File: config.mk
export PLATFORM = sky130hd
export DESIGN_NAME = tcw_front
export DESIGN_NICKNAME = d
export VERILOG_FILES = /design/src/tcw_pkg.sv /design/src/tcw_front.sv
export SDC_FILE = /design/constraint.sdc
export NUM_CORES = 1
export LEC_CHECK = 0
export BUFFER_PORTS_ARGS = -buffer_cell sky130_fd_sc_hd__buf_2
export CAP_MARGIN = 20
export CORE_UTILIZATION = 48
export DETAILED_ROUTE_END_ITERATION = 12
export GPL_TIMING_DRIVEN = 0
export PLACE_DENSITY_LB_ADDON = 0.2
export SLEW_MARGIN = 30
export SYNTH_ARGS = -nofsm -noshare
export SYNTH_HDL_FRONTEND = slang
export SYNTH_SLANG_ARGS = --single-unit
File: constraint.sdc
create_clock -name clk -period 4.65 [get_ports clk]
set_input_delay 0.6975 -clock clk [delete_from_list [all_inputs] [get_ports clk]]
set_output_delay 0.6975 -clock clk [all_outputs]
set_load 0.005 [all_outputs]
File: src/tcw_pkg.sv
// Shared types, codes and constants of the text console writer.
package tcw_pkg;

    localparam int DEFAULT_COLUMNS = 80;
    localparam int DEFAULT_ROWS    = 25;

    localparam int MODE_W      = 2;
    localparam int CHAR_W      = 8;
    localparam int COLOR_W     = 8;
    localparam int CELL_W      = 16;
    localparam int ROW_FIELD_W = 5;
    localparam int COL_FIELD_W = 7;

    localparam logic [MODE_W-1:0] MODE_PUT   = 2'd0;
    localparam logic [MODE_W-1:0] MODE_READ  = 2'd1;
    localparam logic [MODE_W-1:0] MODE_CLEAR = 2'd2;

    localparam logic [CHAR_W-1:0] CH_NEWLINE   = 8'd10;
    localparam logic [CHAR_W-1:0] CH_BACKSPACE = 8'd8;
    localparam logic [CHAR_W-1:0] CH_BLANK     = 8'h20;

    localparam logic [COLOR_W-1:0] RESET_COLOR = 8'h07;
    localparam logic [CELL_W-1:0]  RESET_CELL  = {RESET_COLOR, CH_BLANK};

    localparam int CMD_DEPTH = 2;

    localparam int OP_W = 3;
    localparam logic [OP_W-1:0] OP_NOP       = 3'd0;
    localparam logic [OP_W-1:0] OP_PUT       = 3'd1;
    localparam logic [OP_W-1:0] OP_NEWLINE   = 3'd2;
    localparam logic [OP_W-1:0] OP_BACKSPACE = 3'd3;
    localparam logic [OP_W-1:0] OP_READ      = 3'd4;
    localparam logic [OP_W-1:0] OP_CLEAR     = 3'd5;

    typedef struct packed {
        logic [MODE_W-1:0]      mode;
        logic [CHAR_W-1:0]      char_code;
        logic [ROW_FIELD_W-1:0] read_row;
        logic [COL_FIELD_W-1:0] read_col;
    } req_t;

    typedef struct packed {
        logic [CELL_W-1:0]      cell_value;
        logic [ROW_FIELD_W-1:0] cursor_row;
        logic [COL_FIELD_W-1:0] cursor_col;
    } rsp_t;

    typedef struct packed {
        logic [OP_W-1:0]        op;
        logic [CHAR_W-1:0]      ch;
        logic [ROW_FIELD_W-1:0] row;
        logic [COL_FIELD_W-1:0] col;
    } cmd_t;

endpackage

File: src/tcw_front.sv
// Front end: accepts request words, classifies them and queues commands.
module tcw_front #(
    parameter int ROWS    = tcw_pkg::DEFAULT_ROWS,
    parameter int COLUMNS = tcw_pkg::DEFAULT_COLUMNS
) (
    input  logic          clk,
    input  logic          rst_n,
    input  logic          push,
    output logic          full,
    input  tcw_pkg::req_t request,
    input  logic          hold,
    output logic          cmd_valid,
    input  logic          cmd_pop,
    output tcw_pkg::cmd_t cmd
);
    import tcw_pkg::*;

    localparam int PTR_W = $clog2(CMD_DEPTH);
    localparam int CNT_W = $clog2(CMD_DEPTH + 1);

    cmd_t             queue_reg [CMD_DEPTH];
    logic [PTR_W-1:0] wr_ptr_reg;
    logic [PTR_W-1:0] rd_ptr_reg;
    logic [CNT_W-1:0] count_reg;
    cmd_t             cmd_in;
    logic             accept;
    logic             in_range;

    assign full      = (count_reg == CNT_W'(CMD_DEPTH)) || hold;
    assign accept    = push && !full;
    assign cmd_valid = (count_reg != '0);
    assign cmd       = queue_reg[rd_ptr_reg];

    assign in_range = (32'(request.read_row) < ROWS) && (32'(request.read_col) < COLUMNS);

    always_comb
    begin
        cmd_in.ch  = request.char_code;
        cmd_in.row = request.read_row;
        cmd_in.col = request.read_col;
        case (request.mode)
            MODE_PUT:
            begin
                if (request.char_code == CH_NEWLINE)
                begin
                    cmd_in.op = OP_NEWLINE;
                end
                else if (request.char_code == CH_BACKSPACE)
                begin
                    cmd_in.op = OP_BACKSPACE;
                end
                else
                begin
                    cmd_in.op = OP_PUT;
                end
            end
            MODE_READ:
            begin
                cmd_in.op = in_range ? OP_READ : OP_NOP;
            end
            MODE_CLEAR:
            begin
                cmd_in.op = OP_CLEAR;
            end
            default:
            begin
                cmd_in.op = OP_NOP;
            end
        endcase
    end

    always_ff @(posedge clk)
    begin
        if (accept)
        begin
            queue_reg[wr_ptr_reg] <= cmd_in;
        end
    end

    always_ff @(posedge clk or negedge rst_n)
    begin
        if (!rst_n)
        begin
            wr_ptr_reg <= '0;
            rd_ptr_reg <= '0;
            count_reg  <= '0;
        end
        else
        begin
            if (accept)
            begin
                wr_ptr_reg <= (wr_ptr_reg == PTR_W'(CMD_DEPTH - 1)) ? '0 : wr_ptr_reg + 1'b1;
            end
            if (cmd_pop)
            begin
                rd_ptr_reg <= (rd_ptr_reg == PTR_W'(CMD_DEPTH - 1)) ? '0 : rd_ptr_reg + 1'b1;
            end
            if (accept && !cmd_pop)
            begin
                count_reg <= count_reg + 1'b1;
            end
            else if (!accept && cmd_pop)
            begin
                count_reg <= count_reg - 1'b1;
            end
        end
    end

endmodule

After elaboration in Yosys (flattened, before gate mapping)
Memories as Yosys holds them, arrays and structs flattened.
Cells that the tools add are included.
{"block": "totals", "reg_bits": 4, "mem_bits_rw": 46, "inputBits": 27, "out_inout_bits": 25, "elab_cells": 36, "n_memories": 1}
{"block": "op_classes", "add_sub_neg": 4, "n_lt_le_gt_ge": 2, "eq_ne": 5, "n_mux": 10, "n_reduce_logical": 11}
{"name": "queue_reg", "words": 2, "width": 23, "rd": 1, "rd_clocked_by_memory_dff": 0, "wr": 1, "line_no": "tcw_front.sv:21", "rtl": "cmd_t queue_reg [CMD_DEPTH];"}
{"operator": "equality test 8 x 4 -> 1 bit, second input constant", "n": 2}
{"operator": "case mux 3 bit (3 select lines)", "n": 1}
{"operator": "< comparator 7 bit, second input constant", "n": 1}
{"operator": "2-to-1 mux 2 bit", "n": 3}
{"operator": "2-to-1 mux 3 bit", "n": 2}
{"operator": "< comparator 5 bit, second input constant", "n": 1}
{"operator": "equality test 2 bit, second input constant", "n": 2}
{"operator": "logical AND 1 bit", "n": 4}
{"operator": "2-to-1 mux 1 bit", "n": 4}
{"operator": "nonzero test 2 bit", "n": 2}
{"operator": "zero test 1 bit", "n": 3}
{"operator": "adder 1 bit, second input constant", "n": 2}
{"operator": "adder 2 x 1 -> 2 bit, second input constant", "n": 1}
{"operator": "equality test 2 x 1 -> 1 bit, second input constant", "n": 1}
{"operator": "zero test 2 bit", "n": 1}
{"operator": "subtractor 2 x 1 -> 2 bit, second input constant", "n": 1}
{"operator": "logical OR 1 bit", "n": 1}

Longest topological paths before layout
Gate-level depths: netlist of run 1.
{"block": "logic_depth", "depth_word": 8, "mapped_depth": 7, "depth_no_buf": 7}

Least setup slack after synthesis of run 1
No wires, ideal clock.
{"block": "synth_path", "path_type": "input port to flip-flop", "startpoint": "in hold", "endpoint": "mem queue_reg[0][0] (netlist bit) (enable)", "setup_time_ns": 0.403, "arrival_time_ns": 1.877, "t_required_ns": 4.247, "setup_slack_ns": 2.371, "cell_stages": 3, "path_cell_list": "inv_1 > o211ai_1 > nor2_1"}
{"block": "synth_between", "elab_chain_cells": 5}
{"element": "start, declared", "line_no": "tcw_front.sv:11", "rtl": "input logic hold,"}
{"element": "logical OR 1 bit", "line_no": "tcw_front.sv:29", "rtl": "assign full = (count_reg == CNT_W'(CMD_DEPTH)) || hold;"}
{"element": "zero test 1 bit", "line_no": "tcw_front.sv:30", "rtl": "assign accept = push && !full;"}
{"element": "logical AND 1 bit", "line_no": "tcw_front.sv:30"}
{"element": "2-to-1 mux 1 bit", "line_no": "tcw_front.sv:74", "rtl": "if (accept)"}
{"element": "2-to-1 mux 1 bit (implied by the code)", "line_no": "tcw_front.sv:76", "rtl": "queue_reg[wr_ptr_reg] <= cmd_in;"}
{"element": "end, declared", "line_no": "tcw_front.sv:21"}
Every way passes these cells.

==> impl_metrics.ini, run 1 <==
[pwr]
ir_drop_v = 0.0003674
p_seq_frac = 0.454
clock_power_share = 0.223
p_comb_frac = 0.323
power.leakage_nw = 1.003
finalPower_mw = 1.309
powerDensity_nw_per_um2 = 531.6
p_sw_mw = 0.3367
p_int_mw = 0.9724
sw_frac_of_total = 0.2572

[logic_synthesis]
synth_top_area_frac = 0.6806
ys_seq_area_frac = 0.7300
yosys-top-cells-area = edfxtp_1 68%, mux2_4 14%, dfrtp_1 4.9%
yosys_register_bits = 50
synth_top_area_cell = edfxtp_1
synth.net_count = 132
synth_cell_types = 21
synth_edf_count = 46
synth-main-ff-cell = edfxtp_1
yosysWarnings = 0
synthCells = 104
async_reset_ff_frac = 0.08000
synth_area_um2 = 2029
avgSynthCellArea_um2 = 19.51

[cts]
clk_latency_ps = 290
tritoncts = done
clk_transition_reported_paths_ps = 80
ctsHoldBuffers = 0
cts_root_buffer = clkbuf_8
htreeDepth = 2
cts_setup_buffers = 0
cts.path.max_buffers = 2
cts_buffers = 5
cts_resized = 0
clock_sinks = 50

[sta]
hold_violations = 0
min_period_ps = 2077
skew_ps = 1.633
setup_viol = 0
tightest_slew_ps = 674.9
timing.final.crit_share = 0.4467
fin_ws_ps = 2573
max_slew_margin = 0.5490
slew_viol_final = 0
fin_tns_setup_ps = 0
max_freq_mhz = 481.5
rsz0062_at_grt = no

[critical_path]
path_delay_family = buffers and inverters
cp_slowest_stage_delay_ps = 380
critPathKind = flop to output port
cp_max_fo = 10
cp_slowest_cell = dfrtp_1
cp.depth = 4
required_ps = 3950
arrival_ps = 1380
path_cells = buf_6 > buf_12 > mux2_4 > buf_2
cp-start-kind = flop
r2r_cells = 3
cp-end-kind = output port
worst-path-buf-inv = 3

[grt]
grt_max_degree = 24
grt-ovfl-total = 0
grt_pass1_wl_um = 4919
antenna_found_initial = 0
grt_usage = 0.1578
grt_pass1_vias = 1108

[job]
maxCapViolCount = 0

[cells_and_area]
fillers = 338
largest_reg_flops = 46
fin_nets = 190
final_area_um2 = 2462
synthToLayoutAreaGrowth_pct = 21.33
diodes = 0
drive_above_1_share = 0.5215

[detailed_routing]
drt_iter0_drc = 34
dr.pass1.iters = 4
wl_um = 3230
ant_nets = 0
wl_per_cell_um = 15.16
avgViaCountPerCell = 4.948
num_vias = 1054
drc = 0

[placement]
dpl.hpwl_um = 2291
portBuffers = 51
place_ws_ps = 2614
finalWeightedCongestion = 0.7073
place_area_um2 = 2356

[floorplanning]
die_y_um = 67.03
dieArea_um2 = 4492
ioPinCount = 52
rows = 23
die-width_um = 67.03
core-area_um2 = 4029
initial_core_util = 0.5037

[worst_hold_path]
hold_path_class = primary input to async pin

[run_status]
status = finished, final reports clean
==> layer usage <==
metal	vias to the layer above	share of wire	GRT usage
met5	-	0	0
met4	0	0.016	0.05851
met3	6	0.066	0.06336
met2	34	0.54	0.2763
met1	508	0.38	0.1680
li1	506	-	-
==> path summary, 6_finish.rpt <==
kind,startpoint,endpoint,slack (ps)
max,rd_ptr_reg,cmd[4],2570
min,rst_n,count_reg[0],200
max reg2reg,count_reg[1],queue_reg[0][13],3010
min reg2reg,count_reg[0],count_reg[0],540
max in group asynchronous,rst_n,rd_ptr_reg,4330
min in group clk,count_reg[0],count_reg[0],540
==> power groups by stage <==
stage | combinational, mW | clock [mW] | sequential (mW)
2_1_floorplan | 0.300 | 0 | 0.596
5_1_grt | 0.460 | 0.315 | 0.600
3_5_place_dp | 0.430 | 0 | 0.605
4_1_cts | 0.431 | 0.299 | 0.595
6_report | 0.423 | 0.292 | 0.595
3_3_place_gp | 0.418 | 0 | 0.599
==> layout by cell type, fill, tap and decap left out <==
| cell type | count |
|---|---|
| buf_2 | 51 |
| edfxtp_1 | 46 |
| mux2_4 | 19 |
| inv_1 | 7 |
| clkbuf_8 | 5 |
| mux2_2 | 4 |
| dfrtp_1 | 4 |
| xnor2_1 | 3 |
| buf_12 | 2 |
| o21ai_0 | 2 |
| nand2_1 | 2 |
| nor2_1 | 2 |
| xor2_1 | 2 |
| clkbuf_1 | 2 |
| nor4b_1 | 1 |
| nor4_1 | 1 |
| a31oi_1 | 1 |
| buf_6 | 1 |
| o311ai_0 | 1 |
| nand4_1 | 1 |
| o211ai_1 | 1 |
| a21oi_1 | 1 |
| and3_2 | 1 |
| nor2_4 | 1 |
| ha_1 | 1 |
| bufinv_16 | 1 |
==> cell families (layout without fill, tap and decap cells) <==
kind of cell / count (synthesis) / count (layout) / synth area share
AND/OR/NAND/NOR: 9 / 9 / 0.02282
XOR/XNOR: 5 / 5 / 0.02158
multiplexers: 23 / 23 / 0.1628
AO/OA/AOI/OAI: 6 / 6 / 0.01850
adder cells (fa/ha/maj): 1 / 1 / 0.006164
buffers and inverters: 10 / 69 / 0.03823
flip-flops: 50 / 50 / 0.7300
==> area by class of cell <==
class / instances / area (um2) / share of cell area
plain buffers: 3 / 51.30 / 0.02083
clock inverters: 1 / 30.03 / 0.01220
well taps: 50 / 62.56 / 0.02541
inverters: 7 / 26.28 / 0.01067
repair buffers: 51 / 255.2 / 0.1037
multi-input cells: 44 / 479.2 / 0.1946
clock buffers: 7 / 76.32 / 0.03100
flip-flops and latches: 50 / 1481 / 0.6016
==> cell usage after synthesis, types with 2 or more instances <==
cell type and instances:
mux2_4 19, nand2_1 2, xnor2_1 3, xor2_1 2, dfrtp_1 4, mux2_2 4
o21ai_0 2, nor2_1 3, edfxtp_1 46, buf_12 2, inv_1 7
==> per-stage QoR <==
stage          instances  utilization  hold WS [ps]
6_report             213       0.6112         195.7
5_1_grt              213       0.6112         186.8
4_1_cts              213       0.6112         186.8
3_5_place_dp         205       0.5848         509.2
3_3_place_gp         205       0.5826         480.5
2_1_floorplan        104            -         401.9
Note: power is estimated with default switching activity, not from simulation.
==> run 2: changes to the inputs <==
==> constraint.sdc (replaced) <==
create_clock -name clk -period 2.06 [get_ports clk]
set_input_delay 0.309 -clock clk [delete_from_list [all_inputs] [get_ports clk]]
set_output_delay 0.309 -clock clk [all_outputs]
set_load 0.005 [all_outputs]
==> impl_metrics.ini, run 2 (synthesized netlist as in run 1, its figures left out) <==
[detailed_routing]
wl_um = 3270
num_vias = 1061
wl_per_cell_um = 15.28
dr.pass1.iters = 4
ant_nets = 0
drt_iter0_drc = 38
avgViaCountPerCell = 4.958
drc = 0

[grt]
grt-ovfl-total = 0
grt_usage = 0.1592
grt_pass1_wl_um = 4968
grt_max_degree = 24
antenna_found_initial = 0
grt_pass1_vias = 1124

[run_status]
status = finished, final reports clean

[critical_path]
cp-end-kind = output port
cp-start-kind = flop
critPathKind = flop to output port
cp_max_fo = 10
arrival_ps = 1380
worstReg2RegStart = count_reg[1]
r2r_cells = 3
reg2reg_to = queue_reg[0][16]
required_ps = 1750
r2r_slack_ps = 430

[cts]
cts_setup_buffers = 0
htreeDepth = 2
clk_latency_ps = 290
cts_buffers = 5
cts.path.max_buffers = 2
clk_transition_reported_paths_ps = 80
clock_sinks = 50
cts_root_buffer = clkbuf_8
tritoncts = done

[sta]
max_freq_mhz = 591.9
setup_viol = 0
hold_violations = 0
slew_viol_final = 0
skew_ps = 1.626
tightest_slew_ps = 671.9
timing.final.crit_share = 0.8202
fin_tns_setup_ps = 0
min_period_ps = 1690
max_slew_margin = 0.5510
rsz0062_at_grt = no

[floorplanning]
die-width_um = 67.03
die_y_um = 67.03
initial_core_util = 0.5037
dieArea_um2 = 4492
ioPinCount = 52
rows = 23
core-area_um2 = 4029

[cells_and_area]
final_area_um2 = 2472
fin_nets = 191
drive_above_1_share = 0.5183
final_cell_mix = 51 x buf_2, 46 x edfxtp_1, 19 x mux2_4
largest_reg_flops = 46
diodes = 0
synthToLayoutAreaGrowth_pct = 21.82
layout_commonest_cell = buf_2

[pwr]
ir_drop_v = 0.0008398
powerDensity_nw_per_um2 = 1198
power.leakage_nw = 1.007

[placement]
place_area_um2 = 2356
finalWeightedCongestion = 0.7073
portBuffers = 51
dpl.hpwl_um = 2291

[worst_hold_path]
min_path_cells = 1
hold_end = queue_reg[1][0]
hold_start = request[0]
hold_path_class = primary input to flop

[job]
maxCapViolCount = 0
## run 2: cell count changes in the layout (fill, tap and decap cells not counted), sizes merged
cell,delta
dlygate4sd3,+1
## run 2: layout make-up
class                           instances  area (um2)
Tap cell                               50       62.56
Clock inverter                          1       30.03
Timing Repair Buffer                   52       265.3
Fill cell                             339        1556
Multi-Input combinational cell         44       479.2
Clock buffer                            7       76.32
Inverter                                7       26.28
Sequential cell                        50        1481
Buffer                                  3       51.30
## run 2: how the worst max path moves through the flow
stage | start | end | slack, ps | depth (start not counted)
6_report | rd_ptr_reg | cmd[10] | 370 | 4
5_1_grt | count_reg[0] | count_reg[1] | 320 | 6
4_1_cts | rd_ptr_reg | cmd[10] | 360 | 4
3_5_place_dp | count_reg[1] | queue_reg[0][7] | 400 | 3
3_3_place_gp | count_reg[1] | queue_reg[0][16] | -470 | 3
2_1_floorplan | count_reg[1] | queue_reg[0][0] | 70 | 3
## run 2: through the flow
step	std cells	setup WS (ps)	power (mW)	util	hold WS, ps
3_5_place_dp	205	398.4	2.336	0.5848	120.7
2_1_floorplan	104	65.02	2.021	-	13.41
5_1_grt	214	320.1	3.103	0.6137	185.8
4_1_cts	214	356.7	2.995	0.6137	191.5
6_report	214	370.5	2.962	0.6137	201.0
3_3_place_gp	205	-467.4	2.296	0.5826	116.1
## run 2: timing repair
item	CTS	global route
hold buffers	1	0
endpoints found under the hold margin	4	0
resized for setup	0	0
## run 2: report_power, final
part / switching, mW / internal (mW) / leakage (nW)
Sequential: 0.0634 / 1.28 / 0.467
Clock: 0.300 / 0.363 / 0.0524
Combinational: 0.402 / 0.554 / 0.487
## run 2: per-layer routing
metal | part of all wire | track usage | wire length (um)
met3 | 0.061 | 0.06336 | 200
met1 | 0.39 | 0.1680 | 1291
met4 | 0.012 | 0.05851 | 39
met2 | 0.53 | 0.2813 | 1739
met5 | 0 | 0 | 0
## run 2: worst max-delay path, cell delays in order (launching register included)
cell	delay, ps
dfrtp_1	380
buf_6	140
buf_12	150
mux2_4	290
buf_2	130
==> run 3: changes to the inputs <==
--- a/config.mk
+++ b/config.mk
@@ -7,7 +7,7 @@
 export LEC_CHECK = 0
 export BUFFER_PORTS_ARGS = -buffer_cell sky130_fd_sc_hd__buf_2
 export CAP_MARGIN = 20
-export CORE_UTILIZATION = 48
+export CORE_UTILIZATION = 47
 export DETAILED_ROUTE_END_ITERATION = 12
 export GPL_TIMING_DRIVEN = 0
 export PLACE_DENSITY_LB_ADDON = 0.2
==> constraint.sdc (replaced) <==
create_clock -name clk -period 1.5 [get_ports clk]
set_input_delay 0.225 -clock clk [delete_from_list [all_inputs] [get_ports clk]]
set_output_delay 0.225 -clock clk [all_outputs]
set_load 0.005 [all_outputs]
==> impl_metrics.ini, run 3 (synthesized netlist as in run 1, its figures left out) <==
[placement]
dpl.hpwl_um = 2238
finalWeightedCongestion = 0.6115
portBuffers = 51
dpl.cell_count = 205

[cts]
clk_transition_reported_paths_ps = 90
cts_root_buffer = clkbuf_8
tritoncts = done
clk_latency_ps = 300
cts.path.max_buffers = 2
htreeDepth = 2
cts_buffers = 5
clock_sinks = 50

[sta]
timing.final.crit_share = 1.065
whs_ps = 112.8
hold_violations = 0
max_slew_margin = 0.6738
fin_ws_ps = -97.94
slew_viol_final = 0
fin_tns_setup_ps = -1893
min_period_ps = 1598
tightest_slew_ps = 483.2
max_freq_mhz = 625.8
skew_ps = 11.08
setup_viol = 22
rsz0062_at_grt = yes

[detailed_routing]
wl_per_cell_um = 15.39
wl_um = 3385
avgViaCountPerCell = 5.018
drt_iter0_drc = 50
drc = 0
num_vias = 1104
dr.pass1.iters = 4
ant_nets = 0

[run_status]
violations = negative setup slack
status = finished, violations left

[floorplanning]
core-area_um2 = 4086
rows = 23
ioPinCount = 52
die_y_um = 67.71
die-width_um = 67.71
dieArea_um2 = 4585
initial_core_util = 0.4966

[grt]
grt-ovfl-total = 0
grt_pass1_vias = 1156
grt_max_degree = 24
antenna_found_initial = 0
grt_pass1_wl_um = 5244
grt_usage = 0.1674

[cells_and_area]
fillers = 296
drive_above_1_share = 0.5412
final_cells = 220
layout_commonest_cell = edfxtp_1
final_cell_mix = 46 x edfxtp_1, 31 x buf_2, 21 x buf_6
diodes = 0
multiInputGateArea_um2 = 496.7
synthToLayoutAreaGrowth_pct = 30.09
fin_nets = 197
ff_latch_area_um2 = 1481
largest_reg_flops = 46

[critical_path]
arrival_ps = 1370
r2r_cells = 4
cp-end-kind = output port
cp_max_fo = 10
required_ps = 1270
critPathKind = flop to output port
cp-start-kind = flop

[pwr]
power.leakage_nw = 1.066
finalPower_mw = 4.252
ir_drop_v = 0.0009565
powerDensity_nw_per_um2 = 1611

[job]
maxCapViolCount = 0

[worst_hold_path]
min_path_cells = 1
hold_path_class = primary input to flop
[run 3: changes by cell type in the layout (fill, tap and decap cells not counted), sizes merged]
cell | previous run | this run
clkinv | 0 | 2
buf | 54 | 59
nor2 | 3 | 4
clkbuf | 7 | 6
bufinv | 1 | 0
[run 3: area by class of cell]
class / instances / share of cell area
Tap cell: 50 / 0.02370
Multi-Input combinational cell: 45 / 0.1882
Clock inverter: 2 / 0.003318
Buffer: 3 / 0.01943
Sequential cell: 50 / 0.5611
Timing Repair Buffer: 57 / 0.1668
Clock buffer: 6 / 0.02749
Inverter: 7 / 0.009953
[run 3: report_power, final]
part	internal [mW]	total (mW)	switching, mW
logic	1.06	1.68	0.621
registers	1.75	1.85	0.0909
clock network	0.321	0.729	0.408
[run 3: critical path, cell delays in order, from the launching register on]
cell	delay, ps
dfrtp_1	380
buf_6	140
buf_12	150
mux2_4	300
buf_6	120
[run 3: layer usage]
metal | wire [um] | track usage
met5 | 0 | 0
met4 | 63 | 0.09574
met3 | 169 | 0.04223
met2 | 1855 | 0.2859
met1 | 1297 | 0.1883
[run 3: worst paths after layout]
path / slack, ps / endpoint / start
min in group asynchronous: 270 / wr_ptr_reg / rst_n
worst max-delay path: -100 / cmd[21] / rd_ptr_reg
worst min-delay path: 110 / queue_reg[0][3] / request[3]
worst max register to register: 90 / queue_reg[0][14] / count_reg[1]
max in group asynchronous: 1110 / rd_ptr_reg / rst_n
worst min register to register: 590 / count_reg[1] / count_reg[1]
[run 3: timing repair]
| item | CTS | global route |
|---|---|---|
| cloned | 1 | 0 |
| gates resized for setup | 16 | 7 |
| buffers inserted | 3 | 2 |
| hold endpoints to repair | 4 | 0 |
| hold buffers | 1 | 0 |
| setup endpoints to repair | 66 | 69 |
| pin swaps | 2 | 3 |
[run 3: metrics by stage]
step / utilization / area [um2] / setup WS, ps
2_1_floorplan: - / 2038 / 35.30
3_3_place_gp: 0.5765 / 2356 / -111.9
3_5_place_dp: 0.5765 / 2356 / -130.9
4_1_cts: 0.6295 / 2572 / -113.5
5_1_grt: 0.6461 / 2640 / -140.2
6_report: 0.6461 / 2640 / -97.94
