## src/tcw_pkg.sv

```systemverilog
// Shared types, codes and constants of the text console writer.
package tcw_pkg;

    localparam int DEFAULT_COLUMNS = 80;
    localparam int DEFAULT_ROWS    = 25;

    localparam int MODE_W      = 2;
    localparam int CHAR_W      = 8;
    localparam int COLOR_W     = 8;
    localparam int CELL_W      = 16;
    localparam int ROW_FIELD_W = 5;
    localparam int COL_FIELD_W = 7;

    localparam logic [MODE_W-1:0] MODE_PUT   = 2'd0;
    localparam logic [MODE_W-1:0] MODE_READ  = 2'd1;
    localparam logic [MODE_W-1:0] MODE_CLEAR = 2'd2;

    localparam logic [CHAR_W-1:0] CH_NEWLINE   = 8'd10;
    localparam logic [CHAR_W-1:0] CH_BACKSPACE = 8'd8;
    localparam logic [CHAR_W-1:0] CH_BLANK     = 8'h20;

    localparam logic [COLOR_W-1:0] RESET_COLOR = 8'h07;
    localparam logic [CELL_W-1:0]  RESET_CELL  = {RESET_COLOR, CH_BLANK};

    localparam int CMD_DEPTH = 2;

    localparam int OP_W = 3;
    localparam logic [OP_W-1:0] OP_NOP       = 3'd0;
    localparam logic [OP_W-1:0] OP_PUT       = 3'd1;
    localparam logic [OP_W-1:0] OP_NEWLINE   = 3'd2;
    localparam logic [OP_W-1:0] OP_BACKSPACE = 3'd3;
    localparam logic [OP_W-1:0] OP_READ      = 3'd4;
    localparam logic [OP_W-1:0] OP_CLEAR     = 3'd5;

    typedef struct packed {
        logic [MODE_W-1:0]      mode;
        logic [CHAR_W-1:0]      char_code;
        logic [ROW_FIELD_W-1:0] read_row;
        logic [COL_FIELD_W-1:0] read_col;
    } req_t;

    typedef struct packed {
        logic [CELL_W-1:0]      cell_value;
        logic [ROW_FIELD_W-1:0] cursor_row;
        logic [COL_FIELD_W-1:0] cursor_col;
    } rsp_t;

    typedef struct packed {
        logic [OP_W-1:0]        op;
        logic [CHAR_W-1:0]      ch;
        logic [ROW_FIELD_W-1:0] row;
        logic [COL_FIELD_W-1:0] col;
    } cmd_t;

endpackage

```

## src/tcw_back.sv

```systemverilog
// Back end: sequencer that runs commands against the cell store and issues results.
module tcw_back #(
    parameter int ROWS    = tcw_pkg::DEFAULT_ROWS,
    parameter int COLUMNS = tcw_pkg::DEFAULT_COLUMNS,
    localparam int CELLS  = ROWS * COLUMNS,
    localparam int ADDR_W = $clog2(CELLS)
) (
    input  logic                         clk,
    input  logic                         rst_n,
    input  logic                         cmd_valid,
    input  tcw_pkg::cmd_t                cmd,
    output logic                         cmd_pop,
    input  logic [tcw_pkg::COLOR_W-1:0]  text_color,
    output logic                         init_busy,
    output logic                         ram_we,
    output logic [ADDR_W-1:0]            ram_waddr,
    output logic [tcw_pkg::CELL_W-1:0]   ram_wdata,
    output logic [ADDR_W-1:0]            ram_raddr,
    input  logic [tcw_pkg::CELL_W-1:0]   ram_rdata,
    output logic                         empty,
    input  logic                         pop,
    output tcw_pkg::rsp_t                response
);
    import tcw_pkg::*;

    localparam int ROW_W = $clog2(ROWS);
    localparam int COL_W = $clog2(COLUMNS);
    localparam int RS_W  = ROW_W + 1;

    localparam logic [1:0] S_INIT = 2'd0;
    localparam logic [1:0] S_IDLE = 2'd1;
    localparam logic [1:0] S_FILL = 2'd2;
    localparam logic [1:0] S_READ = 2'd3;

    logic [1:0]        state_reg,     state_next;
    logic [ROW_W-1:0]  row_reg,       row_next;
    logic [COL_W-1:0]  col_reg,       col_next;
    logic [ROW_W-1:0]  top_reg,       top_next;
    logic [ADDR_W-1:0] fill_addr_reg, fill_addr_next;
    logic [ADDR_W-1:0] fill_end_reg,  fill_end_next;
    logic [CELL_W-1:0] fill_data_reg, fill_data_next;
    logic              out_valid_reg;
    rsp_t              out_data_reg;

    logic              slot_free;
    logic              start;
    logic              res_valid;
    logic [CELL_W-1:0] cell_value;
    logic              do_newline;
    logic [ROW_W-1:0]  addr_row;
    logic [COL_W-1:0]  addr_col;
    logic [RS_W-1:0]   row_sum;
    logic [ROW_W-1:0]  phys_row;
    logic [ADDR_W-1:0] cell_addr;
    logic [ADDR_W-1:0] scroll_base;
    logic [ROW_W-1:0]  top_inc;
    logic [CELL_W-1:0] blank;

    assign slot_free = !out_valid_reg || pop;
    assign start     = (state_reg == S_IDLE) && cmd_valid && slot_free;
    assign init_busy = (state_reg == S_INIT);
    assign empty     = !out_valid_reg;
    assign response  = out_data_reg;
    assign blank     = {text_color, CH_BLANK};

    always_comb
    begin
        addr_row = (cmd.op == OP_READ) ? ROW_W'(cmd.row) : row_reg;
        case (cmd.op)
            OP_READ:      addr_col = COL_W'(cmd.col);
            OP_BACKSPACE: addr_col = col_reg - 1'b1;
            default:      addr_col = col_reg;
        endcase
        row_sum  = {1'b0, addr_row} + {1'b0, top_reg};
        phys_row = (row_sum >= RS_W'(ROWS)) ? ROW_W'(row_sum - RS_W'(ROWS)) : ROW_W'(row_sum);
        cell_addr   = ADDR_W'(phys_row) * ADDR_W'(COLUMNS) + ADDR_W'(addr_col);
        scroll_base = ADDR_W'(top_reg) * ADDR_W'(COLUMNS);
        top_inc     = (top_reg == ROW_W'(ROWS - 1)) ? '0 : top_reg + 1'b1;
    end

    assign ram_raddr = cell_addr;

    always_comb
    begin
        state_next     = state_reg;
        row_next       = row_reg;
        col_next       = col_reg;
        top_next       = top_reg;
        fill_addr_next = fill_addr_reg;
        fill_end_next  = fill_end_reg;
        fill_data_next = fill_data_reg;
        res_valid      = 1'b0;
        cell_value     = '0;
        do_newline     = 1'b0;
        cmd_pop        = 1'b0;
        ram_we         = 1'b0;
        ram_waddr      = fill_addr_reg;
        ram_wdata      = fill_data_reg;

        case (state_reg)
            S_INIT:
            begin
                ram_we = 1'b1;
                if (fill_addr_reg == fill_end_reg)
                begin
                    state_next = S_IDLE;
                end
                else
                begin
                    fill_addr_next = fill_addr_reg + 1'b1;
                end
            end
            S_FILL:
            begin
                ram_we = 1'b1;
                if (fill_addr_reg == fill_end_reg)
                begin
                    state_next = S_IDLE;
                    res_valid  = 1'b1;
                end
                else
                begin
                    fill_addr_next = fill_addr_reg + 1'b1;
                end
            end
            S_READ:
            begin
                res_valid  = 1'b1;
                cell_value = ram_rdata;
                state_next = S_IDLE;
            end
            S_IDLE:
            begin
                if (start)
                begin
                    cmd_pop = 1'b1;
                    case (cmd.op)
                        OP_PUT:
                        begin
                            ram_we    = 1'b1;
                            ram_waddr = cell_addr;
                            ram_wdata = {text_color, cmd.ch};
                            if (col_reg == COL_W'(COLUMNS - 1))
                            begin
                                do_newline = 1'b1;
                            end
                            else
                            begin
                                col_next  = col_reg + 1'b1;
                                res_valid = 1'b1;
                            end
                        end
                        OP_NEWLINE:
                        begin
                            do_newline = 1'b1;
                        end
                        OP_BACKSPACE:
                        begin
                            if (col_reg != '0)
                            begin
                                ram_we    = 1'b1;
                                ram_waddr = cell_addr;
                                ram_wdata = blank;
                                col_next  = col_reg - 1'b1;
                            end
                            res_valid = 1'b1;
                        end
                        OP_READ:
                        begin
                            state_next = S_READ;
                        end
                        OP_CLEAR:
                        begin
                            fill_addr_next = '0;
                            fill_end_next  = ADDR_W'(CELLS - 1);
                            fill_data_next = blank;
                            top_next       = '0;
                            row_next       = '0;
                            col_next       = '0;
                            state_next     = S_FILL;
                        end
                        default:
                        begin
                            res_valid = 1'b1;
                        end
                    endcase
                end
            end
            default:
            begin
                state_next = S_IDLE;
            end
        endcase

        if (do_newline)
        begin
            col_next = '0;
            if (row_reg == ROW_W'(ROWS - 1))
            begin
                fill_addr_next = scroll_base;
                fill_end_next  = scroll_base + ADDR_W'(COLUMNS - 1);
                fill_data_next = blank;
                top_next       = top_inc;
                state_next     = S_FILL;
            end
            else
            begin
                row_next  = row_reg + 1'b1;
                res_valid = 1'b1;
            end
        end
    end

    always_ff @(posedge clk or negedge rst_n)
    begin
        if (!rst_n)
        begin
            state_reg     <= S_INIT;
            row_reg       <= '0;
            col_reg       <= '0;
            top_reg       <= '0;
            fill_addr_reg <= '0;
            fill_end_reg  <= ADDR_W'(CELLS - 1);
            fill_data_reg <= RESET_CELL;
            out_valid_reg <= 1'b0;
        end
        else
        begin
            state_reg     <= state_next;
            row_reg       <= row_next;
            col_reg       <= col_next;
            top_reg       <= top_next;
            fill_addr_reg <= fill_addr_next;
            fill_end_reg  <= fill_end_next;
            fill_data_reg <= fill_data_next;
            if (res_valid)
            begin
                out_valid_reg <= 1'b1;
            end
            else if (pop)
            begin
                out_valid_reg <= 1'b0;
            end
        end
    end

    always_ff @(posedge clk)
    begin
        if (res_valid)
        begin
            out_data_reg.cell_value <= cell_value;
            out_data_reg.cursor_row <= ROW_FIELD_W'(row_next);
            out_data_reg.cursor_col <= COL_FIELD_W'(col_next);
        end
    end

endmodule

```

## config.mk

```make
export PLATFORM = sky130hd
export DESIGN_NAME = tcw_back
export DESIGN_NICKNAME = d
export VERILOG_FILES = /design/src/tcw_pkg.sv /design/src/tcw_back.sv
export SDC_FILE = /design/constraint.sdc
export NUM_CORES = 1
export LEC_CHECK = 0
export ABC_AREA = 1
export ABC_CLOCK_PERIOD_IN_PS = 6090
export BUFFER_PORTS_ARGS = -buffer_cell sky130_fd_sc_hd__buf_4
export CAP_MARGIN = 10
export CORE_MARGIN = 8
export CORE_UTILIZATION = 30
export CTS_CLUSTER_SIZE = 25
export DETAILED_ROUTE_END_ITERATION = 10
export GPL_TIMING_DRIVEN = 1
export PLACE_DENSITY = 0.57
export SYNTH_ARGS = -nofsm -noshare
export SYNTH_HDL_FRONTEND = slang
export SYNTH_SLANG_ARGS = --single-unit
```

## constraint.sdc

```tcl
create_clock -name clk -period 6.09 [get_ports clk]
set_input_delay 1.218 -clock clk [delete_from_list [all_inputs] [get_ports clk]]
set_output_delay 1.218 -clock clk [all_outputs]
set_load 0.02 [all_outputs]
```

Word-level counts from Yosys, hierarchy flattened
Index checks and enable logic that the tools add are counted.
- equality and inequality tests: 12
- div/mod/pow operators: 0
- magnitude comparators: 1
- add/sub/neg operators: 9
- reduce and logical (&&, ||, !) cells: 9
- multiplexer cells: 69
- multiply operators: 2
- bitwise operators: 0
- shift-type cells: 0
- operator list (kind ; count):
    11-bit 2-to-1 mux ; 13
    16-bit 2-to-1 mux ; 8
    5-bit 2-to-1 mux ; 13
    11-bit case mux with 2 select lines ; 2
    7-bit 2-to-1 mux ; 5
    16-bit case mux with 2 select lines ; 1
    7-bit case mux with 3 select lines ; 1
    5-bit by 3-bit multiplier with 7-bit output, second input constant ; 2
    1-bit 2-to-1 mux ; 14
    7-bit case mux with 2 select lines ; 1
    11-bit by 1-bit adder with 11-bit output, second input constant ; 1
    11-bit by 7-bit adder with 11-bit output ; 1
    11-bit by 7-bit adder with 11-bit output, second input constant ; 1
    11-bit == test ; 1
    5-bit by 1-bit adder with 5-bit output, second input constant ; 2
    5-bit == test, second input constant ; 2
    2-bit 2-to-1 mux ; 4
    1-bit case mux with 2 select lines ; 4
    7-bit by 1-bit adder with 7-bit output, second input constant ; 1
    7-bit == test, second input constant ; 1
    7-bit nonzero test ; 1
    7-bit by 1-bit subtractor with 7-bit output, second input constant ; 1
    5-bit by 5-bit adder with 6-bit output ; 1
    3-bit by 2-bit == test with 1-bit output, second input constant ; 2
    other kinds (16) ; 19
- ROM bits: 0
- bits in latches: 0
- logic and storage cells: 113
- bits in registers: 86
- bits in writable memories: 0
- memories: 0
- output and inout port bits: 70
- input port bits: 51

Longest topological paths before layout
Gate-level depths: netlist of run 1.
- depth after elaboration: 11
- mapped depth: 31
- gate-level depth less buffers: 30

Least setup slack after synthesis of run 1
OpenSTA, ideal clock, no wires.
- path type: input-to-output
- from: input port cmd[22] (netlist name)
- to: output port ram_waddr[9]
- slack: -0.542 ns
- path buffers: 1
- arrival: 5.414 ns
- cell stages on the path: 23
- data required time: 4.872 ns
- cells stage by stage: inv_1 > nor2_1 > nand2_1 > inv_1 > clkbuf_1 > nand2_1 > o21ai_0 > ha_1 > inv_1 > fa_1 > ha_1 > nand3b_1 > nand3_1 > nand2_1 > o21ai_0 > ha_1 > ha_1 > inv_1 > fa_1 > nor2_1 > xor2_1 > nand2_1 > o21ai_0
- word-level cells in the longest chain between the ends: 11
- elaborated cells on any way between the ends: 15
- those cells by class: 3 x add/sub; 1 x mul; 1 x order compare; 3 x eq/ne; 7 x mux
- ends and longest elaborated chain (what ; line ; text):
    start, declared ; tcw_back.sv:11 ; input tcw_pkg::cmd_t cmd,
    3-bit == test ; tcw_back.sv:68, tcw_back.sv:69 ;
    5-bit 2-to-1 mux ; tcw_back.sv:68 ; addr_row = (cmd.op == OP_READ) ? ROW_W'(cmd.row) : row_reg;
    5-bit by 5-bit adder with 6-bit output ; tcw_back.sv:74 ; row_sum = {1'b0, addr_row} + {1'b0, top_reg};
    5-bit subtractor or 6-bit by 5-bit greater-or-equal comparator with 1-bit output (tied branches) ; tcw_back.sv:75 ; phys_row = (row_sum >= RS_W'(ROWS)) ? ROW_W'(row_sum - RS_W'(ROWS)) : ROW_W'(row_sum);
    5-bit 2-to-1 mux ; tcw_back.sv:75 ;
    5-bit by 3-bit multiplier with 7-bit output ; tcw_back.sv:76 ; cell_addr = ADDR_W'(phys_row) * ADDR_W'(COLUMNS) + ADDR_W'(addr_col);
    11-bit by 7-bit adder with 11-bit output (*) ; tcw_back.sv:76 ;
    named net ram_raddr[9] ; tcw_back.sv:18 ; output logic [ADDR_W-1:0] ram_raddr,
    11-bit 2-to-1 mux ; tcw_back.sv:159 ; if (col_reg != '0)
    11-bit case mux with 2 select lines (*) ; tcw_back.sv:137 ; case (cmd.op)
    11-bit 2-to-1 mux (*) ; tcw_back.sv:134 ; if (start)
    11-bit 2-to-1 mux (*) ; tcw_back.sv:100 ; case (state_reg)
    end, declared ; tcw_back.sv:16 ; output logic [ADDR_W-1:0] ram_waddr,
The timed path passes the listed nets; every way through them passes the cells marked *.

Final worst setup path of run 1
- from: input port cmd[21] (netlist name)
- to: output port ram_raddr[10]
- word-level cells in the longest chain between the ends: 7
- elaborated cells on any way between the ends: 10
- those cells by class: 3 x add/sub; 1 x mul; 1 x order compare; 2 x eq/ne; 3 x mux
- ends and longest elaborated chain (what ; line):
    3-bit == test ; tcw_back.sv:68, tcw_back.sv:69
    5-bit 2-to-1 mux ; tcw_back.sv:68
    5-bit by 5-bit adder with 6-bit output ; tcw_back.sv:74
    5-bit subtractor or 6-bit by 5-bit greater-or-equal comparator with 1-bit output (tied branches) ; tcw_back.sv:75
    5-bit 2-to-1 mux ; tcw_back.sv:75
    5-bit by 3-bit multiplier with 7-bit output ; tcw_back.sv:76
    11-bit by 7-bit adder with 11-bit output (*) ; tcw_back.sv:76
    end, declared ; tcw_back.sv:18
Every way passes the cells marked *; elsewhere a longest branch is shown, timed or not.

==> metrics.md, run 1 <==
| Metric | Value |
|---|---|
| Worst clock skew | 6.27 ps |
| Synth-to-Final Area Change | 35.0% |
| Status | complete, but fails checks |
| Origin of the critical flop-to-flop path | state_reg[0]$_DFF_PN0_ |
| Die Footprint | 23800 sq um |
| Number of fill cells in the layout | 1957 |
| Register area share after synthesis | 40.2% |
| DRC violation count after routing | 0 |
| Worst min-delay path startpoint | fill_data_reg[9]$_DFF_PN1_ |
| Most frequent cells in the layout | sky130_fd_sc_hd__nand2_1, sky130_fd_sc_hd__buf_4, sky130_fd_sc_hd__inv_1 |
| Setup slack of the most critical reg-to-reg path | 3480 ps |
| Critical path peak fanout | 6 |
| Count of yosys warnings during synthesis | 0 |
| Worst-skew pair later-pin latency | 350 ps |
| Die Ht | 154 um |
| Overall routed net length | 17400 um |
| Register bit count reported by yosys | 86 |
| Count of endpoints failing hold in the final timing report | 0 |
| Core box area | 18800 sq um |
| Via count | 5454 |
| Critical path required time | 4870 ps |
| Total area of multi-input combinational cells | 3130 sq um |
| Root buffer selected by CTS | sky130_fd_sc_hd__clkbuf_16 |
| Aggregate global routing overflow | 0 |
| Number of primary I/O pins | 121 |
| Wire length of the first global-routing pass | 27700 um |
| Pwr dens | 516 nW/um^2 |
| Peak supply drop | 257 uV |
| Vias in the first global route | 5322 |
| Total Power | 4.00 mW |
| Number of cells on the worst reg-to-reg path | 11 |
| Unrepaired setup endpoints after global routing | true |
| Worst flop-to-flop path endpoint | top_reg[3]$_DFF_PN0_ |
| Worst slack, placed | -308 ps |
| Iteration count of the initial detailed-routing pass | 5 |
| Number of enable-type register cells in the synthesized netlist | 28 |
| Clk sink count | 86 |
| Final core utilization | 41.3% |
| Startpoint types | primary input |
| Last weighted congestion value of the routability-driven placer | 0.896 |
| Static leakage | 3.79 nW |
| Hold/Removal Path Class | register to register |
| DP HPWL | 13200 um |
| Count of nets left with antenna violations after detail routing | 0 |
| Initial core utilization | 30.6% |
| Post-layout instance count excluding filler cells | 1146 |
| MaxCap Viol Count | 0 |
| Count of distinct cell types in the synthesized netlist | 44 |
| Setup slack of the critical path after layout | -136 ps |
| Flip-flop count of the largest register after layout | 28 |
| Startpoint of the most critical setup path | cmd[21] |
| Total of endpoints with negative setup slack in the final report | 4 |
| Clk pin slew, worst setup/hold paths | 60 ps |
| Number of vias per cell after detailed routing | 4.76 |
| Max_slew headroom | 33.6% |
| Mean instance size in the synthesized netlist | 7.63 sq um |
| Post-detailed-route wirelength per cell | 15.2 um |
| Synthesized instance count | 752 |
| Number of cells on the worst hold path | 2 |
| Net Count, Synth | 837 |
| Max frequency | 161 MHz |
| Share of the cycle needed by the critical path after routing | 102% |
| Cell area after synthesis | 5740 sq um |
| Num rows | 50 |
| GRT Resource Usage Total | 14.5% |
| Worst Max-Slew Pin Slew | 993 ps |
| Clock period minus worst slack | 6230 ps |
| Final max-slew violation count | 0 |
| Fraction of layout instances using a drive strength above 1 | 27.7% |
| Type of element capturing the critical path | output pin |
| Post-synth ARST share | 67.4% |
| Setup CP Type | primary input to output pin |
| Capture endpoint of the worst hold path | fill_data_reg[9]$_DFF_PN1_ |
| Area occupied by registers | 2310 sq um |
| Leading cell type in the layout, fill and taps excluded | sky130_fd_sc_hd__nand2_1 |
| Starting DRC count in detailed routing | 369 |
| Dominant register cell in the synthesized netlist | sky130_fd_sc_hd__dfrtp_1 |
| Number of CTS-inserted buffers | 9 |
| Final #Nets | 992 |
| Largest net degree at the start of global routing | 59 |
| Number of antenna repair diodes | 0 |
| Deepest level of the CTS H-tree | 3 |
| PortBufs | 120 |
| Cell total after placement | 1126 |
| Design area | 7750 sq um |
| TritonCTS clock tree | done |
| Maximum clock path buffer count | 2 |
| Violated checks | setup timing |
| Number of antenna violations at the first check in global routing | 0 |
| Die Wd | 154 um |
| Data arrival time of the critical path | 5010 ps |
| Cell area after placement | 7200 sq um |
==> Yosys cell counts (2+ instances only) <==
master / n / share of area [%]
sky130_fd_sc_hd__a22oi_1: 2 / 0.26
sky130_fd_sc_hd__nand4_1: 8 / 0.87
sky130_fd_sc_hd__o221ai_1: 2 / 0.31
sky130_fd_sc_hd__nor2_4: 2 / 0.39
sky130_fd_sc_hd__inv_4: 2 / 0.22
sky130_fd_sc_hd__edfxtp_1: 28 / 15
sky130_fd_sc_hd__or2_1: 2 / 0.22
sky130_fd_sc_hd__clkbuf_1: 6 / 0.39
sky130_fd_sc_hd__or2_2: 5 / 0.55
sky130_fd_sc_hd__dfstp_2: 13 / 6.0
sky130_fd_sc_hd__dfrtp_1: 45 / 20
sky130_fd_sc_hd__xor2_1: 22 / 3.4
sky130_fd_sc_hd__inv_2: 5 / 0.33
sky130_fd_sc_hd__o21ai_1: 14 / 1.2
sky130_fd_sc_hd__buf_2: 8 / 0.70
sky130_fd_sc_hd__o21ai_0: 48 / 4.2
sky130_fd_sc_hd__nand3_1: 69 / 6.0
sky130_fd_sc_hd__xnor2_1: 10 / 1.5
sky130_fd_sc_hd__nand3b_1: 3 / 0.39
sky130_fd_sc_hd__a31oi_1: 5 / 0.55
sky130_fd_sc_hd__buf_4: 3 / 0.39
sky130_fd_sc_hd__nand2_4: 3 / 0.59
sky130_fd_sc_hd__inv_1: 114 / 7.5
sky130_fd_sc_hd__o22ai_1: 3 / 0.33
sky130_fd_sc_hd__nor2_1: 57 / 3.7
sky130_fd_sc_hd__nor3_1: 10 / 0.87
sky130_fd_sc_hd__ha_1: 30 / 6.5
sky130_fd_sc_hd__a21oi_1: 21 / 1.8
sky130_fd_sc_hd__nand2_1: 190 / 12
sky130_fd_sc_hd__o211ai_1: 5 / 0.65
sky130_fd_sc_hd__fa_1: 4 / 1.4
==> metal layers <==
layer | up-vias | wire length (um) | GRT usage, % | share of wire, %
met4 | 0 | 364 | 4.90 | 2.1
li1 | 2747 | - | - | -
met5 | - | 0 | 0 | 0
met1 | 2517 | 7970 | 18.5 | 46
met3 | 21 | 1250 | 4.32 | 7.2
met2 | 169 | 7830 | 23.1 | 45
==> layout make-up <==
| type | instances | share of cell area (%) |
|---|---|---|
| multi-input cells | 528 | 40.4 |
| flip-flops and latches | 86 | 29.8 |
| repair buffers | 161 | 16.1 |
| inverters | 121 | 6.09 |
| well taps | 234 | 3.78 |
| clock buffers | 10 | 2.95 |
| clock inverters | 6 | 0.904 |
==> logic make-up after synthesis <==
kind of cell | after synthesis | synth area share [%]
xor+xnor | 32 | 4.88
buf+inv | 138 | 9.49
fa+ha+maj | 34 | 7.94
compound gates | 105 | 10.1
flops | 86 | 40.2
simple gates | 357 | 27.4
==> where the power goes <==
| group | switching [mW] | leakage [nW] | internal, mW |
|---|---|---|---|
| combinational | 1.37 | 2.68 | 1.08 |
| clock | 0.246 | 0.135 | 0.320 |
| sequential | 0.165 | 0.976 | 0.816 |
==> timing repair <==
item	CTS	global route
resized for setup	16	25
pin swaps	19	10
setup endpoints to repair	9	10
hold buffers	0	0
buffers inserted	3	1
==> worst max path at each step <==
stage	endpoint	slack [ps]
2_1_floorplan	ram_waddr[10]	-40
3_3_place_gp	ram_waddr[10]	-220
3_5_place_dp	ram_waddr[10]	-310
4_1_cts	ram_waddr[10]	-160
5_1_grt	ram_waddr[10]	-380
6_report	ram_raddr[10]	-140
==> worst max-delay path, stage by stage <==
cell	delay [ps]
sky130_fd_sc_hd__buf_8	110
sky130_fd_sc_hd__nor2_4	100
sky130_fd_sc_hd__nand2_2	90
sky130_fd_sc_hd__inv_2	90
sky130_fd_sc_hd__nand2_2	50
sky130_fd_sc_hd__o21ai_2	60
sky130_fd_sc_hd__ha_2	200
sky130_fd_sc_hd__inv_2	40
sky130_fd_sc_hd__fa_2	570
sky130_fd_sc_hd__ha_2	160
sky130_fd_sc_hd__nand3b_1	120
sky130_fd_sc_hd__nand3_2	100
sky130_fd_sc_hd__nand2_4	130
sky130_fd_sc_hd__nand2_4	60
sky130_fd_sc_hd__xnor2_2	220
sky130_fd_sc_hd__ha_4	240
sky130_fd_sc_hd__ha_4	160
sky130_fd_sc_hd__inv_2	50
sky130_fd_sc_hd__fa_2	430
sky130_fd_sc_hd__nand3b_1	180
sky130_fd_sc_hd__xor2_1	180
sky130_fd_sc_hd__inv_1	70
sky130_fd_sc_hd__nand3_2	80
sky130_fd_sc_hd__and2_4	170
sky130_fd_sc_hd__buf_6	120
==> through the flow <==
| step | TNS, ps | hold slack (ps) |
|---|---|---|
| global route | -1700 | 504 |
| CTS | -690 | 482 |
| detailed placement | -1480 | 471 |
| floorplan | -53.5 | 453 |
| global placement | -868 | 465 |
| finish | -381 | 482 |
Note: power is estimated with default switching activity, not from simulation.
==> inputs of run 2 (changes only) <==
--- a/config.mk
+++ b/config.mk
@@ -15,6 +15,7 @@
 export DETAILED_ROUTE_END_ITERATION = 10
 export GPL_TIMING_DRIVEN = 1
 export PLACE_DENSITY = 0.57
+export SKIP_LAST_GASP = 1
 export SYNTH_ARGS = -nofsm -noshare
 export SYNTH_HDL_FRONTEND = slang
 export SYNTH_SLANG_ARGS = --single-unit
==> run 2 against run 1 <==
Effect of this change:
- the flow still finishes with violations (setup timing)
- total power shrank 0.80%
- largest cell class unchanged
- design area shrank 0.21%
- die area is the same
- global-route usage is the same
- register-to-register slack is essentially flat
- setup slack gained 4.9 ps
- routed wire length shrank 0.13%
- sequential share of layout area grew 0.063 points
- fmax is essentially flat
==> metrics.md, run 2 (synthesized netlist as in run 1, its figures left out) <==
| Metric | Value |
|---|---|
| Data arrival time of the critical path | 5000 ps |
| Setup slack of the critical path after layout | -131 ps |
| Via count | 5433 |
| PortBufs | 120 |
| Starting DRC count in detailed routing | 370 |
| Fraction of layout instances using a drive strength above 1 | 27.6% |
| Worst Max-Slew Pin Slew | 990 ps |
| Core box area | 18800 sq um |
| Number of fill cells in the layout | 1959 |
| Die Ht | 154 um |
| Most frequent cells in the layout | sky130_fd_sc_hd__nand2_1, sky130_fd_sc_hd__buf_4, sky130_fd_sc_hd__inv_1 |
| Critical path peak fanout | 6 |
| Worst slack, placed | -308 ps |
| Number of CTS-inserted buffers | 9 |
| Clock power share | 14.3% |
| Violated checks | setup timing |
| Initial core utilization | 30.6% |
| Final max-slew violation count | 0 |
| Total of endpoints with negative setup slack in the final report | 4 |
| Aggregate global routing overflow | 0 |
| Worst-skew pair later-pin latency | 350 ps |
| Die Wd | 154 um |
| Fraction of power consumed by sequential logic | 24.8% |
| Unrepaired setup endpoints after global routing | true |
| Number of primary I/O pins | 121 |
| Deepest level of the CTS H-tree | 3 |
| Cell total after placement | 1126 |
| Clk pin slew, worst setup/hold paths | 60 ps |
| Comb power frac | 60.9% |
| Clock period minus worst slack | 6220 ps |
| Number of antenna repair diodes | 0 |
| Num rows | 50 |
| Total Power | 3.97 mW |
| Final Hold Slack | 482 ps |
| Count of nets left with antenna violations after detail routing | 0 |
| Max_slew headroom | 33.7% |
| Wire length of the first global-routing pass | 27700 um |
| Post-detailed-route wirelength per cell | 15.2 um |
| Overall routed net length | 17400 um |
| Final #Nets | 992 |
| Vias in the first global route | 5322 |
| Largest net degree at the start of global routing | 59 |
| Root buffer selected by CTS | sky130_fd_sc_hd__clkbuf_16 |
| Share of the cycle needed by the critical path after routing | 102% |
| Sw frac | 44.7% |
| Critical path required time | 4870 ps |
| Number of vias per cell after detailed routing | 4.74 |
| Die Footprint | 23800 sq um |
| Count of endpoints failing hold in the final timing report | 0 |
| Post-layout instance count excluding filler cells | 1146 |
| Worst clock skew | 6.08 ps |
| Maximum clock path buffer count | 2 |
| Static leakage | 3.79 nW |
| Iteration count of the initial detailed-routing pass | 5 |
| Peak supply drop | 257 uV |
| Leading cell type in the layout, fill and taps excluded | sky130_fd_sc_hd__nand2_1 |
| Hold/Removal Path Class | register to register |
| Number of antenna violations at the first check in global routing | 0 |
| TritonCTS clock tree | done |
| Synth-to-Final Area Change | 34.8% |
| DP HPWL | 13200 um |
| GRT Resource Usage Total | 14.5% |
| Max frequency | 161 MHz |
| Design area | 7730 sq um |
| MaxCap Viol Count | 0 |
| Type of element capturing the critical path | output pin |
| Startpoint types | primary input |
| Status | complete, but fails checks |
| Setup CP Type | primary input to output pin |
| Cell area after placement | 7200 sq um |
| Last weighted congestion value of the routability-driven placer | 0.896 |
| Final core utilization | 41.2% |
| Flip-flop count of the largest register after layout | 28 |
| Post-route setup TNS | -367 ps |
| Cell internal power dissipation | 2.19 mW |
| Clk sink count | 86 |
| Reported net switching power | 1.77 mW |
| Pwr dens | 513 nW/um^2 |
| Count of hold buffers inserted by post-cts repair | 0 |
| DRC violation count after routing | 0 |
[run 2: cell counts in the layout (fill, tap and decap cells not counted)]
Identical to the previous run, type by type.
[run 2: repair_timing]
item,CTS,global route
setup buffers,3,1
gates resized for setup,16,23
setup endpoints to repair,9,10
pin swaps,19,10
[run 2: final timing paths]
| kind | start | endpoint | slack, ps | cells after the start |
|---|---|---|---|---|
| max in group asynchronous | rst_n | row_reg[3]$_DFF_PN0_ | 4610 | 1 |
| worst min-delay path | fill_data_reg[9]$_DFF_PN1_ | fill_data_reg[9]$_DFF_PN1_ | 480 | 2 |
| worst max-delay path | cmd[21] | ram_waddr[10] | -130 | 26 |
| min in group asynchronous | rst_n | fill_addr_reg[2]$_DFF_PN0_ | 960 | 1 |
| worst max register to register | state_reg[0]$_DFF_PN0_ | top_reg[3]$_DFF_PN0_ | 3480 | 11 |
| worst min register to register | fill_data_reg[9]$_DFF_PN1_ | fill_data_reg[9]$_DFF_PN1_ | 480 | 2 |
[run 2: cell type report]
class / count / area, sq um / share of cell area [%]
inverter: 121 / 472 / 6.10
tap: 234 / 293 / 3.79
timing repair buffer: 161 / 1250 / 16.1
clock buffer: 10 / 229 / 2.96
multi-input combinational: 528 / 3110 / 40.3
clock inverter: 6 / 70.1 / 0.906
sequential: 86 / 2310 / 29.9
[run 2: layer usage]
layer	routed length (um)	track usage, %	up-vias
met1	8010	18.5	2505
met5	0	0	-
met3	1210	4.32	20
li1	-	-	2746
met4	358	4.90	0
met2	7810	23.1	162
[run 2: worst max-delay path: stages]
cell and delay [ps]:
sky130_fd_sc_hd__buf_8 110, sky130_fd_sc_hd__nor2_4 110, sky130_fd_sc_hd__nand2_2 80, sky130_fd_sc_hd__inv_2 80, sky130_fd_sc_hd__nand2_2 50, sky130_fd_sc_hd__o21ai_2 60
sky130_fd_sc_hd__ha_2 200, sky130_fd_sc_hd__inv_2 40, sky130_fd_sc_hd__fa_2 570, sky130_fd_sc_hd__ha_2 160, sky130_fd_sc_hd__nand3b_1 120, sky130_fd_sc_hd__nand3_2 100
sky130_fd_sc_hd__nand2_4 120, sky130_fd_sc_hd__nand2_4 60, sky130_fd_sc_hd__xnor2_2 220, sky130_fd_sc_hd__ha_4 240, sky130_fd_sc_hd__ha_4 160, sky130_fd_sc_hd__inv_2 50
sky130_fd_sc_hd__fa_2 430, sky130_fd_sc_hd__nand3b_1 180, sky130_fd_sc_hd__xor2_1 200, sky130_fd_sc_hd__inv_1 70, sky130_fd_sc_hd__nand3_2 80, sky130_fd_sc_hd__nand3_2 70
sky130_fd_sc_hd__nand2_2 90, sky130_fd_sc_hd__buf_6 120
[run 2: power groups by stage]
stage	Combinational [mW]	Clock, mW	Sequential, mW
2_1_floorplan	1.26	0	0.980
3_3_place_gp	2.18	0	0.988
3_5_place_dp	2.19	0	0.988
4_1_cts	2.25	0.582	0.981
5_1_grt	2.63	0.608	1.01
6_report	2.42	0.567	0.982
==> inputs of run 3 (changes only) <==
--- a/config.mk
+++ b/config.mk
@@ -6,12 +6,12 @@
 export NUM_CORES = 1
 export LEC_CHECK = 0
 export ABC_AREA = 1
-export ABC_CLOCK_PERIOD_IN_PS = 6090
+export ABC_CLOCK_PERIOD_IN_PS = 5610
 export BUFFER_PORTS_ARGS = -buffer_cell sky130_fd_sc_hd__buf_4
 export CAP_MARGIN = 10
 export CORE_MARGIN = 8
 export CORE_UTILIZATION = 30
-export CTS_CLUSTER_SIZE = 25
+export CTS_CLUSTER_SIZE = 10
 export DETAILED_ROUTE_END_ITERATION = 10
 export GPL_TIMING_DRIVEN = 1
 export PLACE_DENSITY = 0.57
==> constraint.sdc (replaced) <==
create_clock -name clk -period 5.61 [get_ports clk]
set_input_delay 1.122 -clock clk [delete_from_list [all_inputs] [get_ports clk]]
set_output_delay 1.122 -clock clk [all_outputs]
set_load 0.02 [all_outputs]
==> run 3 against run 2 <==
Effect of this change:
- the run still ends with setup timing left
- total power increased by 7.9%
- clock power increased by 0.7%
- clock skew increased by 1.3 ps
- sequential power increased by 9%
- global-route usage increased by 0.084 points
- utilization increased by 0.79 points
- die area unchanged
- critical path type unchanged
- critical endpoint unchanged
- largest power group unchanged
==> metrics.md, run 3 (synthesized netlist as in run 1, its figures left out) <==
| Metric | Value |
|---|---|
| Max_slew headroom | 38.0% |
| Via count | 5455 |
| Worst slack, placed | -536 ps |
| Cell internal power dissipation | 2.40 mW |
| Count of hold buffers inserted by post-cts repair | 0 |
| Worst-skew pair later-pin latency | 350 ps |
| Total of endpoints with negative setup slack in the final report | 8 |
| Clk sink count | 86 |
| Status | complete, but fails checks |
| Setup CP Type | primary input to output pin |
| Pwr dens | 543 nW/um^2 |
| Fraction of layout instances using a drive strength above 1 | 30.0% |
| Total Power | 4.28 mW |
| MaxCap Viol Count | 0 |
| Clock period minus worst slack | 5920 ps |
| TritonCTS clock tree | done |
| Starting DRC count in detailed routing | 321 |
| Synth-to-Final Area Change | 37.4% |
| Worst clock skew | 7.39 ps |
| Vias in the first global route | 5386 |
| Number of vias per cell after detailed routing | 4.72 |
| Leading cell type in the layout, fill and taps excluded | sky130_fd_sc_hd__nand2_1 |
| Reported net switching power | 1.87 mW |
| Peak supply drop | 287 uV |
| DP HPWL | 13400 um |
| Fraction of power consumed by sequential logic | 25.0% |
| Initial core utilization | 30.6% |
| Startpoint types | primary input |
| Data arrival time of the critical path | 4800 ps |
| Comb power frac | 61.7% |
| Critical path required time | 4490 ps |
| GRT Resource Usage Total | 14.6% |
| Clk pin slew, worst setup/hold paths | 60 ps |
| Root buffer selected by CTS | sky130_fd_sc_hd__clkbuf_16 |
| PortBufs | 120 |
| Worst Max-Slew Pin Slew | 926 ps |
| Core box area | 18800 sq um |
| Final Hold Slack | 476 ps |
| Unrepaired setup endpoints after global routing | true |
| Final #Nets | 1002 |
| Aggregate global routing overflow | 0 |
| Die Footprint | 23800 sq um |
| Hold/Removal Path Class | register to register |
| Final max-slew violation count | 0 |
| Num rows | 50 |
| Maximum clock path buffer count | 2 |
| Flip-flop count of the largest register after layout | 28 |
| Number of primary I/O pins | 121 |
| Die Wd | 154 um |
| Deepest level of the CTS H-tree | 3 |
| Wire length of the first global-routing pass | 27900 um |
| Most frequent cells in the layout | sky130_fd_sc_hd__nand2_1, sky130_fd_sc_hd__buf_4, sky130_fd_sc_hd__inv_1 |
| Number of antenna violations at the first check in global routing | 0 |
| DRC violation count after routing | 0 |
| Sw frac | 43.8% |
| Type of element capturing the critical path | output pin |
| Die Ht | 154 um |
| Number of antenna repair diodes | 0 |
| Count of nets left with antenna violations after detail routing | 0 |
| Post-detailed-route wirelength per cell | 15.1 um |
| Last weighted congestion value of the routability-driven placer | 0.849 |
| Count of endpoints failing hold in the final timing report | 0 |
| Largest net degree at the start of global routing | 59 |
| Clock power share | 13.4% |
| Overall routed net length | 17400 um |
| Max frequency | 169 MHz |
| Critical path peak fanout | 6 |
| Static leakage | 3.84 nW |
| Setup slack of the critical path after layout | -312 ps |
| Iteration count of the initial detailed-routing pass | 5 |
| Share of the cycle needed by the critical path after routing | 106% |
| Number of CTS-inserted buffers | 9 |
| Violated checks | setup timing |
==> run 3: changes by cell type in the layout (fill, tap and decap cells not counted), sizes merged <==
cell    previous run  this run
buf              161       171
clkinv             1         2
bufinv             1         0
==> run 3: power by group through the flow <==
stage | clock [mW] | sequential (mW) | combinational [mW]
6_report | 0.571 | 1.07 | 2.64
4_1_cts | 0.590 | 1.07 | 2.53
3_3_place_gp | 0 | 1.08 | 2.40
5_1_grt | 0.613 | 1.10 | 2.90
2_1_floorplan | 0 | 1.06 | 1.44
3_5_place_dp | 0 | 1.08 | 2.41
==> run 3: final cells by class <==
class                   count  area [sq um]
inverters                 121           472
well taps                 234           293
multi-input cells         528          3180
clock buffers              10           239
clock inverters             6          45.0
repair buffers            171          1340
flip-flops and latches     86          2310
fillers                  1894         10900
==> run 3: final timing paths <==
kind	from	endpoint	slack, ps	cells past startpoint
setup reg to reg	fill_addr_reg[5]$_DFF_PN0_	response[15]$_SDFFCE_PN0P_	2970	9
hold / removal	fill_end_reg[0]$_DFF_PN1_	fill_end_reg[0]$_DFF_PN1_	480	2
max in group asynchronous	rst_n	col_reg[0]$_DFF_PN0_	4240	1
hold reg to reg	fill_end_reg[0]$_DFF_PN1_	fill_end_reg[0]$_DFF_PN1_	480	2
min in group asynchronous	rst_n	fill_addr_reg[8]$_DFF_PN0_	860	1
setup / recovery	cmd[21]	ram_waddr[10]	-310	26
==> run 3: per-stage QoR <==
| stage | TNS, ps | util (%) | instances | area (sq um) |
|---|---|---|---|---|
| floorplan | -1210 | - | 752 | 5860 |
| global placement | -2690 | 38.8 | 1131 | 7270 |
| detailed placement | -3180 | 38.8 | 1131 | 7270 |
| CTS | -1480 | 41.1 | 1151 | 7710 |
| global route | -3120 | 42.0 | 1156 | 7880 |
| finish | -1380 | 42.0 | 1156 | 7880 |
==> run 3: routing by layer <==
metal	global-route usage, %	part of all wire, %
met2	25.8	51
met5	0	0
met1	17.6	43
met3	3.09	4.4
met4	4.29	1.6
==> run 3: critical path, stage by stage <==
cell and delay (ps):
sky130_fd_sc_hd__buf_6 100, sky130_fd_sc_hd__nor2_4 100, sky130_fd_sc_hd__nand2_2 80, sky130_fd_sc_hd__inv_2 90, sky130_fd_sc_hd__nand2_2 50, sky130_fd_sc_hd__o21ai_2 50
sky130_fd_sc_hd__ha_2 190, sky130_fd_sc_hd__inv_2 40, sky130_fd_sc_hd__fa_1 490, sky130_fd_sc_hd__ha_2 210, sky130_fd_sc_hd__nand3b_1 160, sky130_fd_sc_hd__nand3_2 90
sky130_fd_sc_hd__nand2_4 90, sky130_fd_sc_hd__buf_6 140, sky130_fd_sc_hd__o21ai_4 160, sky130_fd_sc_hd__ha_4 220, sky130_fd_sc_hd__ha_4 150, sky130_fd_sc_hd__inv_2 40
sky130_fd_sc_hd__fa_2 420, sky130_fd_sc_hd__nand3b_1 180, sky130_fd_sc_hd__xor2_1 200, sky130_fd_sc_hd__inv_1 70, sky130_fd_sc_hd__nand3_2 70, sky130_fd_sc_hd__nand3_2 80
sky130_fd_sc_hd__nand2_2 80, sky130_fd_sc_hd__buf_6 110
==> run 3: what timing repair did <==
action / in CTS / in global routing
endpoints found under the setup margin: 11 / 11
endpoints found under the hold margin: 0 / 0
gates resized for setup: 27 / 29
pin swaps: 21 / 16
setup buffers: 4 / 6
